[src/rtl/ffha_pkg.sv]
// types and constants for the first-fit heap allocator
// no dependencies
`timescale 1ns / 1ps
package ffha_pkg;
   localparam int unsigned FIELD_W = 14;
   localparam int unsigned WHOLE_SPARE_LIMIT = 9;

   typedef enum logic [1:0] {
      CMD_ALLOC   = 2'd0,
      CMD_FREE    = 2'd1,
      CMD_COMBINE = 2'd2,
      CMD_NONE    = 2'd3
   } cmd_type;

   typedef enum logic [1:0] {
      ST_OK         = 2'd0,
      ST_NO_HEAP    = 2'd1,
      ST_TABLE_FULL = 2'd2,
      ST_NO_BLOCK   = 2'd3
   } status_type;

   typedef struct packed {
      logic [1:0]  command;
      logic [13:0] request_size;
      logic [13:0] block_offset;
   } req_type;

   typedef struct packed {
      logic [13:0] data_offset;
      logic [1:0]  status;
      logic [13:0] heap_used;
   } rsp_type;

   typedef enum logic [3:0] {
      S_IDLE,
      S_RD,
      S_WAIT,
      S_EVAL,
      S_SHIFT_RD,
      S_SHIFT_WAIT,
      S_SHIFT_WR,
      S_SPLIT,
      S_SHRINK,
      S_APPEND,
      S_CMB_RD,
      S_CMB_WAIT,
      S_CMB_EVAL,
      S_CMB_DONE,
      S_DONE
   } state_type;
endpackage

[src/rtl/ffha_table.sv]
// block table memory: one write port, one registered read port
// depends on ffha_pkg
`timescale 1ns / 1ps
module ffha_table #(
   parameter int unsigned DEPTH = 64,
   parameter int unsigned IDX_W = 6
) (
   input  logic             clock,
   input  logic             wr_en,
   input  logic [IDX_W-1:0] wr_idx,
   input  logic [14:0]      wr_data,
   input  logic [IDX_W-1:0] rd_idx,
   output logic [14:0]      rd_data
);
   import ffha_pkg::*;

   logic [14:0] mem [DEPTH];

   always_ff @(posedge clock) begin
      if (wr_en) begin
         mem[wr_idx] <= wr_data;
      end
      rd_data <= mem[rd_idx];
   end
endmodule

[src/rtl/first_fit_heap_allocator.sv]
// first-fit heap allocator: top level, sequencer and shared adder/comparator
// depends on ffha_pkg and ffha_table
// one transaction at a time; a new request is taken the cycle after the response is taken
// block table in a ram with one write port and one registered read port
// synchronous reset clears block count, break and control; table contents undefined
`timescale 1ns / 1ps
module first_fit_heap_allocator #(
   parameter int unsigned HEAP_BYTES = 8192,
   parameter int unsigned META_BYTES = 9,
   parameter int unsigned MAX_BLOCKS = 64
) (
   input  logic              clock,
   input  logic              reset,
   input  logic              req_valid,
   output logic              req_stall,
   input  ffha_pkg::req_type req_data,
   output logic              rsp_valid,
   input  logic              rsp_stall,
   output ffha_pkg::rsp_type rsp_data
);
   import ffha_pkg::*;

   localparam int unsigned IDX_W = (MAX_BLOCKS > 1) ? $clog2(MAX_BLOCKS) : 1;
   localparam int unsigned CNT_W = $clog2(MAX_BLOCKS + 1);
   localparam int unsigned ACC_W = 18;
   localparam logic [ACC_W-1:0] META = ACC_W'(META_BYTES);
   localparam logic [ACC_W-1:0] HEAP = ACC_W'(HEAP_BYTES);
   localparam logic [ACC_W-1:0] LIMIT = ACC_W'(WHOLE_SPARE_LIMIT);
   localparam logic [CNT_W-1:0] MAXB = CNT_W'(MAX_BLOCKS);

   state_type state_ff, state_in;
   req_type req_ff, req_in;
   rsp_type rsp_ff, rsp_in;
   logic rsp_valid_ff, rsp_valid_in;
   logic [CNT_W-1:0] count_ff, count_in;
   logic [ACC_W-1:0] brk_ff, brk_in;
   logic [CNT_W-1:0] i_ff, i_in;
   logic [CNT_W-1:0] k_ff, k_in;
   logic [ACC_W-1:0] hdr_ff, hdr_in;
   logic [14:0] prev_ff, prev_in;

   logic wr_en;
   logic [IDX_W-1:0] wr_idx, rd_idx;
   logic [14:0] wr_data, rd_data;
   logic [ACC_W-1:0] sz, spare, sum_a, sum_b, sum;

   ffha_table #(.DEPTH(MAX_BLOCKS), .IDX_W(IDX_W)) u_table (
      .clock(clock), .wr_en(wr_en), .wr_idx(wr_idx), .wr_data(wr_data),
      .rd_idx(rd_idx), .rd_data(rd_data)
   );

   assign sz = ACC_W'(rd_data[13:0]);
   assign spare = sz - ACC_W'(req_ff.request_size);
   assign sum = sum_a + sum_b;

   always_ff @(posedge clock) begin
      if (reset) begin
         state_ff <= S_IDLE;
         rsp_valid_ff <= 1'b0;
         count_ff <= '0;
         brk_ff <= '0;
      end else begin
         state_ff <= state_in;
         rsp_valid_ff <= rsp_valid_in;
         count_ff <= count_in;
         brk_ff <= brk_in;
      end
      req_ff <= req_in;
      rsp_ff <= rsp_in;
      i_ff <= i_in;
      k_ff <= k_in;
      hdr_ff <= hdr_in;
      prev_ff <= prev_in;
   end

   always_comb begin
      state_in = state_ff;
      case (state_ff)
         S_IDLE: begin
            if (req_valid && !rsp_valid_ff) begin
               state_in = S_RD;
            end
         end
         S_RD: begin
            if (req_ff.command == CMD_NONE || (req_ff.command == CMD_ALLOC
                  && i_ff >= count_ff)) begin
               state_in = (req_ff.command == CMD_NONE) ? S_DONE : S_APPEND;
            end else if (i_ff >= count_ff) begin
               state_in = (req_ff.command == CMD_COMBINE) ? S_CMB_DONE : S_DONE;
            end else if (req_ff.command == CMD_COMBINE) begin
               state_in = S_CMB_WAIT;
            end else begin
               state_in = S_WAIT;
            end
         end
         S_WAIT: state_in = S_EVAL;
         S_EVAL: begin
            state_in = S_RD;
            if (req_ff.command == CMD_FREE) begin
               if (hdr_ff + META == ACC_W'(req_ff.block_offset)) begin
                  state_in = S_DONE;
               end
            end else if (rd_data[14] && sz >= ACC_W'(req_ff.request_size)) begin
               if (spare <= LIMIT || spare < META || count_ff >= MAXB) begin
                  state_in = S_DONE;
               end else begin
                  state_in = S_SHIFT_RD;
               end
            end
         end
         S_SHIFT_RD: state_in = (k_ff > i_ff + 1'b1) ? S_SHIFT_WAIT : S_SPLIT;
         S_SHIFT_WAIT: state_in = S_SHIFT_WR;
         S_SHIFT_WR: state_in = S_SHIFT_RD;
         S_SPLIT: state_in = S_SHRINK;
         S_SHRINK: state_in = S_DONE;
         S_APPEND: state_in = S_DONE;
         S_CMB_WAIT: state_in = S_CMB_EVAL;
         S_CMB_EVAL: state_in = S_RD;
         S_CMB_DONE: state_in = S_DONE;
         S_DONE: begin
            if (!rsp_valid_ff || !rsp_stall) begin
               state_in = S_IDLE;
            end
         end
         default: state_in = S_IDLE;
      endcase
   end

   always_comb begin
      req_in = req_ff;
      rsp_in = rsp_ff;
      rsp_valid_in = rsp_valid_ff && rsp_stall;
      count_in = count_ff;
      brk_in = brk_ff;
      i_in = i_ff;
      k_in = k_ff;
      hdr_in = hdr_ff;
      prev_in = prev_ff;
      wr_en = 1'b0;
      wr_idx = i_ff[IDX_W-1:0];
      wr_data = '0;
      rd_idx = i_ff[IDX_W-1:0];
      sum_a = hdr_ff;
      sum_b = META + sz;
      req_stall = 1'b1;
      case (state_ff)
         S_IDLE: begin
            req_stall = rsp_valid_ff;
            if (!rsp_valid_ff) begin
               req_in = req_data;
               i_in = '0;
               k_in = '0;
               hdr_in = '0;
               rsp_in.data_offset = '0;
               rsp_in.status = ST_OK;
            end
         end
         S_RD: begin
            if (req_ff.command == CMD_FREE && i_ff >= count_ff) begin
               rsp_in.status = ST_NO_BLOCK;
            end
         end
         S_EVAL: begin
            i_in = i_ff + 1'b1;
            hdr_in = sum;
            if (req_ff.command == CMD_FREE) begin
               if (hdr_ff + META == ACC_W'(req_ff.block_offset)) begin
                  wr_en = 1'b1;
                  wr_data = {1'b1, rd_data[13:0]};
               end
            end else if (rd_data[14] && sz >= ACC_W'(req_ff.request_size)) begin
               sum_b = META;
               rsp_in.data_offset = sum[13:0];
               if (spare <= LIMIT || spare < META) begin
                  wr_en = 1'b1;
                  wr_data = {1'b0, rd_data[13:0]};
               end else if (count_ff >= MAXB) begin
                  rsp_in.data_offset = '0;
                  rsp_in.status = ST_TABLE_FULL;
               end else begin
                  i_in = i_ff;
                  k_in = count_ff;
                  prev_in = {1'b1, 14'(spare - META)};
               end
            end
         end
         S_SHIFT_RD: begin
            rd_idx = IDX_W'(k_ff - 1'b1);
         end
         S_SHIFT_WAIT: begin
            rd_idx = IDX_W'(k_ff - 1'b1);
         end
         S_SHIFT_WR: begin
            wr_en = 1'b1;
            wr_idx = k_ff[IDX_W-1:0];
            wr_data = rd_data;
            k_in = k_ff - 1'b1;
         end
         S_SPLIT: begin
            wr_en = 1'b1;
            wr_idx = IDX_W'(i_ff + 1'b1);
            wr_data = prev_ff;
            count_in = count_ff + 1'b1;
         end
         S_SHRINK: begin
            wr_en = 1'b1;
            wr_data = {1'b0, req_ff.request_size};
         end
         S_APPEND: begin
            sum_a = brk_ff;
            sum_b = ACC_W'(req_ff.request_size) + META;
            if (sum > HEAP) begin
               rsp_in.status = ST_NO_HEAP;
            end else if (count_ff >= MAXB) begin
               rsp_in.status = ST_TABLE_FULL;
            end else begin
               wr_en = 1'b1;
               wr_idx = count_ff[IDX_W-1:0];
               wr_data = {1'b0, req_ff.request_size};
               count_in = count_ff + 1'b1;
               brk_in = sum;
               rsp_in.data_offset = 14'(brk_ff + META);
            end
         end
         S_CMB_EVAL: begin
            i_in = i_ff + 1'b1;
            sum_a = ACC_W'(prev_ff[13:0]);
            if (k_ff != '0 && rd_data[14] && prev_ff[14]) begin
               prev_in = {1'b1, sum[13:0]};
               wr_en = 1'b1;
               wr_idx = IDX_W'(k_ff - 1'b1);
               wr_data = {1'b1, sum[13:0]};
            end else begin
               prev_in = rd_data;
               wr_en = 1'b1;
               wr_idx = k_ff[IDX_W-1:0];
               wr_data = rd_data;
               k_in = k_ff + 1'b1;
            end
         end
         S_CMB_DONE: begin
            count_in = k_ff;
         end
         S_DONE: begin
            if (!rsp_valid_ff || !rsp_stall) begin
               rsp_valid_in = 1'b1;
               rsp_in.heap_used = brk_ff[13:0];
            end
         end
         default: begin
         end
      endcase
      if (state_ff == S_SPLIT) begin
         wr_en = 1'b1;
      end
   end

   assign rsp_valid = rsp_valid_ff;
   assign rsp_data = rsp_ff;
endmodule

[config.mk]
export PLATFORM = sky130hd
export DESIGN_NAME = first_fit_heap_allocator
export DESIGN_NICKNAME = d
export VERILOG_FILES = /design/src/rtl/ffha_pkg.sv /design/src/rtl/ffha_table.sv /design/src/rtl/first_fit_heap_allocator.sv
export SDC_FILE = /design/constraint.sdc
export NUM_CORES = 2
export LEC_CHECK = 0
export BUFFER_PORTS_ARGS = -buffer_cell sky130_fd_sc_hd__buf_4
export CAP_MARGIN = 20
export CORE_MARGIN = 5
export CORE_UTILIZATION = 56
export DETAILED_ROUTE_END_ITERATION = 12
export PLACE_DENSITY = 0.72
export SLEW_MARGIN = 20
export SYNTH_ARGS = -nofsm -noshare
export SYNTH_HDL_FRONTEND = slang
export SYNTH_SLANG_ARGS = --single-unit
[constraint.sdc]
create_clock -name clock -period 8.7 [get_ports clock]
set_input_delay 0.87 -clock clock [delete_from_list [all_inputs] [get_ports clock]]
set_output_delay 0.87 -clock clock [all_outputs]
set_load 0.02 [all_outputs]
# After elaboration in Yosys (flattened, before gate mapping)
# Memory sizes are Yosys's and may differ from the RTL's. A register that Yosys moved wholly into a read port is not among the register bits.
# Cells that the tools add are included.
dict set report classes {
  add_sub_neg 11
  order_cmp 7
  n_eq_ne 31
  muxes 77
  n_bitwise 3
  n_reduce_logical 37
}
# op count
set op_table {}
lappend op_table {{two-way mux 15 bit} 9}
lappend op_table {{case mux 15 bit (6 select lines)} 1}
lappend op_table {{two-way mux 14 bit} 6}
lappend op_table {{two-way mux 7 bit} 12}
lappend op_table {{two-way mux 16 bit} 5}
lappend op_table {{case mux 18 bit (2 select lines)} 2}
lappend op_table {{case mux 15 bit (2 select lines)} 2}
lappend op_table {{case mux 4 bit (12 select lines)} 1}
lappend op_table {{case mux 14 bit (3 select lines)} 1}
lappend op_table {{case mux 7 bit (3 select lines)} 2}
lappend op_table {{two-way mux 4 bit} 9}
lappend op_table {{case mux 7 bit (4 select lines)} 1}
lappend op_table {{equality test 4 bit, second input constant} 6}
lappend op_table {{two-way mux 6 bit} 4}
lappend op_table {{inequality test 2 bit, second input constant} 12}
lappend op_table {{case mux 6 bit (4 select lines)} 1}
lappend op_table {{adder 7 x 1 -> 7 bit, second input constant} 3}
lappend op_table {{adder 18 bit} 1}
lappend op_table {{adder 18 x 4 -> 18 bit, second input constant} 1}
lappend op_table {{equality test 18 x 14 -> 1 bit} 1}
lappend op_table {{greater-than comparator 18 x 14 -> 1 bit, second input constant} 1}
lappend op_table {{less-or-equal comparator 18 x 4 -> 1 bit, second input constant} 1}
lappend op_table {{< comparator 18 x 4 -> 1 bit, second input constant} 1}
lappend op_table {{two-way mux 18 bit} 1}
lappend op_table {{other kinds (40)} 82}
dict set report totals {
  ff_bits 137
  ramBits 960
  word_cells 181
  n_memories 1
}
# name words word_bits read_ports rd_ports_with_merged_regs write_ports line
set memory_table {}
lappend memory_table {u_table.mem 64 15 1 1 1 ffha_table.sv:17} ;# logic [14:0] mem [DEPTH];

# Depth between registers and ports, before layout
dict set report depth {
  ltp_word 12
  depth_mapped 28
  ltp_nobuf 23
}

# Hierarchy
# Synthesis repeated with hierarchy kept, for this count alone.
dict set report hier_totals {
  cells_unflattened 2886
  hier_area_um2 47929.7
}
# mod n_inst cells_each area_each_um2 seq_area_each_um2
set by_module_without_submodules {}
lappend by_module_without_submodules {ffha_table 1 1669 37260.7 29127.9}
lappend by_module_without_submodules {first_fit_heap_allocator 1 1217 10669.0 3813.7}

# Worst setup path after synthesis
# OpenSTA, ideal clock, no wires.
dict set report synth_timing {
  kind {register to register}
  start {register req_ff[18] (netlist name)}
  end {memory u_table.mem[11][0] (enable)}
  setup_time_ns 0.406
  arrival_ns 6.573
  required_time_ns 8.294
  path_slack_ns 1.721
  stages_incl_launch_ff 26
  n_path_buf 3
  period_less_slack_ns 6.979
  cell_sequence {edfxtp_1 > inv_1 > ha_1 > clkbuf_1 > or4_1 > o21ai_1 > a21oi_1 > nor2_1 > o21ai_0 > nand2_1 > clkbuf_1 > nand2_1 > ha_1 > fa_1 > a21oi_1 > o211ai_1 > a21oi_1 > mux2_1 > a2111oi_2 > o211a_1 > o211ai_1 > and2_1 > buf_2 > a21oi_2 > nand2_1 > nor3_1}
}
dict set report synth_via {
  elab_chain_len 12
  word_cells_on_any_way 22
  cone_classes {add/sub: 3; order compare: 4; mux: 13; reduce/logical: 2}
}
# item line
set synth_lines {}
lappend synth_lines {{start, declared} first_fit_heap_allocator.sv:32} ;# req_type req_ff, req_in;
lappend synth_lines {{start signal, assigned} first_fit_heap_allocator.sv:68} ;# req_ff <= req_in;
lappend synth_lines {{>= comparator 14 bit} first_fit_heap_allocator.sv:171} ;# end else if (rd_data[14] && sz >= ACC_W'(req_ff.request_size)) begin
lappend synth_lines {{logical AND 1 bit} first_fit_heap_allocator.sv:171}
lappend synth_lines {{two-way mux 15 bit} first_fit_heap_allocator.sv:171}
lappend synth_lines {{two-way mux 15 bit} first_fit_heap_allocator.sv:166} ;# if (req_ff.command == CMD_FREE) begin
lappend synth_lines {{case mux 15 bit (2 select lines)} first_fit_heap_allocator.sv:146} ;# case (state_ff)
lappend synth_lines {{adder 18 bit} first_fit_heap_allocator.sv:54} ;# assign sum = sum_a + sum_b;
lappend synth_lines {{greater-than comparator 18 x 14 -> 1 bit} first_fit_heap_allocator.sv:212} ;# if (sum > HEAP) begin
lappend synth_lines {{two-way mux 1 bit} first_fit_heap_allocator.sv:212}
lappend synth_lines {{case mux 1 bit (3 select lines)} first_fit_heap_allocator.sv:146}
lappend synth_lines {{two-way mux 1 bit} first_fit_heap_allocator.sv:253} ;# if (state_ff == S_SPLIT) begin
lappend synth_lines {{two-way mux 1 bit} ffha_table.sv:20} ;# if (wr_en) begin
lappend synth_lines {{two-way mux 1 bit (not written as such)} ffha_table.sv:21} ;# mem[wr_idx] <= wr_data;
lappend synth_lines {{end, declared} ffha_table.sv:17}
# Several ways; a longest one is shown, not always the timed one.

# Worst setup path in the final report
dict set report layout_timing {
  start {register req_ff[17] (netlist name)}
  end {memory u_table.mem[36][7], data pin}
}
dict set report layout_via {
  elab_chain_len 9
  word_cells_on_any_way 18
  cone_classes {add/sub: 3; order compare: 4; mux: 9; reduce/logical: 2}
}
# item line
set layout_lines {}
lappend layout_lines {{>= comparator 14 bit} first_fit_heap_allocator.sv:171}
lappend layout_lines {{logical AND 1 bit} first_fit_heap_allocator.sv:171}
lappend layout_lines {{two-way mux 15 bit} first_fit_heap_allocator.sv:171}
lappend layout_lines {{two-way mux 15 bit} first_fit_heap_allocator.sv:166}
lappend layout_lines {{case mux 15 bit (2 select lines)} first_fit_heap_allocator.sv:146}
lappend layout_lines {{adder 18 bit} first_fit_heap_allocator.sv:54}
lappend layout_lines {{greater-than comparator 18 x 14 -> 1 bit} first_fit_heap_allocator.sv:212}
lappend layout_lines {{two-way mux 14 bit} first_fit_heap_allocator.sv:212}
lappend layout_lines {{case mux 15 bit (6 select lines) (*)} first_fit_heap_allocator.sv:146}
lappend layout_lines {{named net u_table.wr_data[7]} ffha_table.sv:11} ;# input logic [14:0] wr_data,
# The timed path passes the listed nets; every way through them passes the cells marked *.

==> metrics.yaml <==
outcome: "completed"
dp_hpwl_mm: 75.77
drc_errors: 0
r2r-end: "u_table.mem[36][7]"
synth_cells: 2956
fillCellCount: 5898
r2r-start: "req_ff[17]"
wire_per_inst_um: 27.46
end_kind: "flop"
ctsRootBufferMaster: "clkbuf_16"
nNetsFinal: 3180
dieWidth_um: 303.0
synth-async-reset-ratio_pct: 0
gp_congestion: 0.9577
worstPathArrival_ns: 8.65
synth_top_family_by_area: "multiplexers"
dr.pass1.iters: 6
timing.critical_path.fanout_max: 36
first_iter_violations: 3232
r2r_cells: 23
io_buffers: 65
startpoint_type: "flop"
p_per_area_nw_per_um2: 398.4
synth_compound_area_share_pct: 7.260
synth_top_cell_by_area: "edfxtp_1"
syn_area_um2: 48090
dieArea_um2: 91830
p_total_w: 0.02160
cts_tree: "done"
numCtsBuffers: 110
relSlewSlack_pct: 24.13
synth-xor-area-share_pct: 1.777
seq_area_frac_synth_pct: 68.51
hold_buffers: 0
cp_cell_sequence: "inv_1 > ha_1 > o21ai_0 > a21oi_1 > o21ai_1 > a21oi_1 > nor2_1 > o21ai_0 > nand2_1 > nand3_1 > nand2_1 > fa_1 > a21oi_1 > o211ai_1 > a221oi_1 > xor2_1 > and4b_1 > and4_1 > o211ai_1 > nand2_1 > a221oi_1 > nand2_2 > buf_12"
fin_util_pct: 63.68
critPathKind: "flop to flop"
cts_buffer_depth: 3
hp-start: "req_data[5]"
clkTransAtPathRegs_ns: 0.06
grt_pass1_wl_mm: 177.9
cts_setup_buffers: 0
grt_overflow: 0
reg2reg_slack_ns: 0.44
fmax_mhz: 121.1
num_rows: 107
hold_depth: 1
drive_above_1_share_pct: 20.28
ant_nets: 0
drv_cap: 0
period_minus_slack_ns: 8.261
setup_viol: 0
die_h_um: 303.0
hp-class: "input pin to flop"
worstMarginPinSlew_ns: 1.138
core_area_um2: 85150
track_usage_pct: 25.96
finalMaxSlewViolations: 0
synthMuxAreaShare_pct: 12.62
drt-vias-per-instance: 6.437
grt_max_degree: 85
synth_edf_count: 1067
avgSynthCellArea_um2: 16.27
whs_endpoint: "req_ff[5]"
drt-total-wl_mm: 118.8
slowest_delay_ns: 0.61
ir_drop_uv: 335.3
synth_top_area_share_pct: 66.63
area_growth_pct: 12.75
clk_latency_ns: 0.70
finalCritPeriodShare_pct: 94.95
ys_types: 91
rsz0062_at_grt: "false"
hold_viol: 0
yosysWarningCount: 0
ys_ff_latch: 1112
antenna_found_initial: 1
synthSimpleGateAreaFrac_pct: 6.583
setup_tns_ns: 0
critPathSlowestCell: "a221oi_1"
io-pin-count: 66
first_global_vias: 27882
htree_levels: 3
crit_required_ns: 9.09
finClkSkew_ns: 0.04489
p_leak_nw: 18.10
ys_top_cells_by_area: "edfxtp_1 67%, mux4_2 11%, dfxtp_1 1.9%, a211oi_1 1.8%, a21oi_1 1.5%"
initial_core_util_pct: 56.47
clock-sinks: 1112
synth_fa_ha_area_share_pct: 1.514
synth_nets: 3047
vias: 27841
n_antenna_cell: 0
yosys_most_used_dff: "edfxtp_1"
==> logic make-up after synthesis <==
family	Yosys count
compound gates	526
buf+inv	211
fa+ha+maj	57
xor+xnor	96
mux	306
flops	1112
simple gates	648
==> cells in the final DEF (no fill, tap or decap), drive strengths merged, types with 20 or more instances in the layout <==
master,count
a211oi,118
dfxtp,45
xnor2,53
mux2i,64
edfxtp,1067
nand4,20
nor2,170
nand2,178
xor2,42
inv,46
mux4,240
clkbuf,147
o21ai,100
a21oi,144
nor2b,76
nor3,27
nand3,63
buf,189
and3,23
a21o,26
ha,55
clkinv,45
==> state kept, by name, indices dropped and copies added, names as in the netlist, 4 cells and up <==
name / flops
u_table.mem: 960
req_ff: 30
rsp_data: 30
brk_ff: 18
hdr_ff: 18
prev_ff: 15
u_table.rd_data: 15
count_ff: 7
i_ff: 7
k_ff: 7
state_ff: 4
==> worst max-delay path, delay by kind of cell (launching register included) <==
kind,cells,cell delay [ns]
DFF,1,0.44
xor gates and xnor gates,1,0.23
and+or+nand+nor,8,2.55
adders and majority gates,2,0.84
AOI/OAI and AO/OA,10,3.41
buffers and inverters,2,0.47
==> cell usage after synthesis, drive strengths merged (5+ instances only) <==
cell and n:
nand3 63, nor3b 5, nor4 8, or2 7
a31oi 8, xnor2 53, and2 16, o22ai 19
and4 6, nand2 178, ha 55, a21o 26
mux4 240, a21oi 144, xor2 42, dfxtp 45
clkbuf 110, a22oi 19, nor2b 76, edfxtp 1067
nand4 20, buf 58, mux2i 64, and3 23
inv 43, a221oi 8, o211ai 10, nand2b 19
a211oi 118, nor3 27, nor2 170, or3 8
o21ai 100, a221o 10
==> cell type report <==
type                            count  area [um2]  area share, %
Clock buffer                      147        3087          5.693
Tap cell                         1144        1431          2.640
Clock inverter                     57       566.8          1.045
Sequential cell                  1112       32940          60.76
Inverter                           43       161.4         0.2977
Multi-Input combinational cell   1633       14460          26.67
Timing Repair Buffer              189        1569          2.894
==> report_power, final <==
group / internal (W) / total, W / switching [W]
sequential: 0.00671 / 0.00710 / 0.000386
clock: 0.00276 / 0.00475 / 0.00199
combinational: 0.00370 / 0.00976 / 0.00606
==> worst max-delay path by stage <==
| stage | from | to | slack, ns | cells past startpoint |
|---|---|---|---|---|
| global placement | req_ff[16] | u_table.mem[31][10] | 0.76 | 23 |
| detailed placement | req_ff[17] | u_table.mem[29][10] | 0.46 | 23 |
| CTS | req_ff[17] | u_table.mem[9][10] | 0.42 | 23 |
| floorplan | req_ff[18] | u_table.mem[11][0] | 1.72 | 25 |
| global route | req_ff[16] | u_table.mem[45][12] | 0.04 | 23 |
| finish | req_ff[17] | u_table.mem[36][7] | 0.44 | 23 |
==> stage by stage <==
stage	worst slack (ns)	std cells	instance area [um2]	hold WS, ns
final	0.4392	4325	54220	0.3727
after floorplan	1.721	2956	48090	0.4064
after detailed placement	0.4602	4121	50560	0.4371
after CTS	0.4200	4325	54210	0.3274
after global routing	0.03874	4325	54220	0.3360
after global placement	0.7618	4121	50550	0.4364
==> layer usage <==
metal	track usage (%)	routed length, um	up-vias
met1	35.68	46360	14166
met3	4.758	9588	256
li1	-	-	12071
met4	9.786	5074	0
met2	42.17	57750	1348
met5	0	0	-
==> timing repair <==
| action | 4_1_cts | 5_1_grt |
|---|---|---|
| hold endpoints to repair | 0 | 0 |
| resized for setup | 0 | 1 |
| endpoints found under the setup margin | 0 | 32 |
Note: power is estimated with default switching activity, not from simulation.
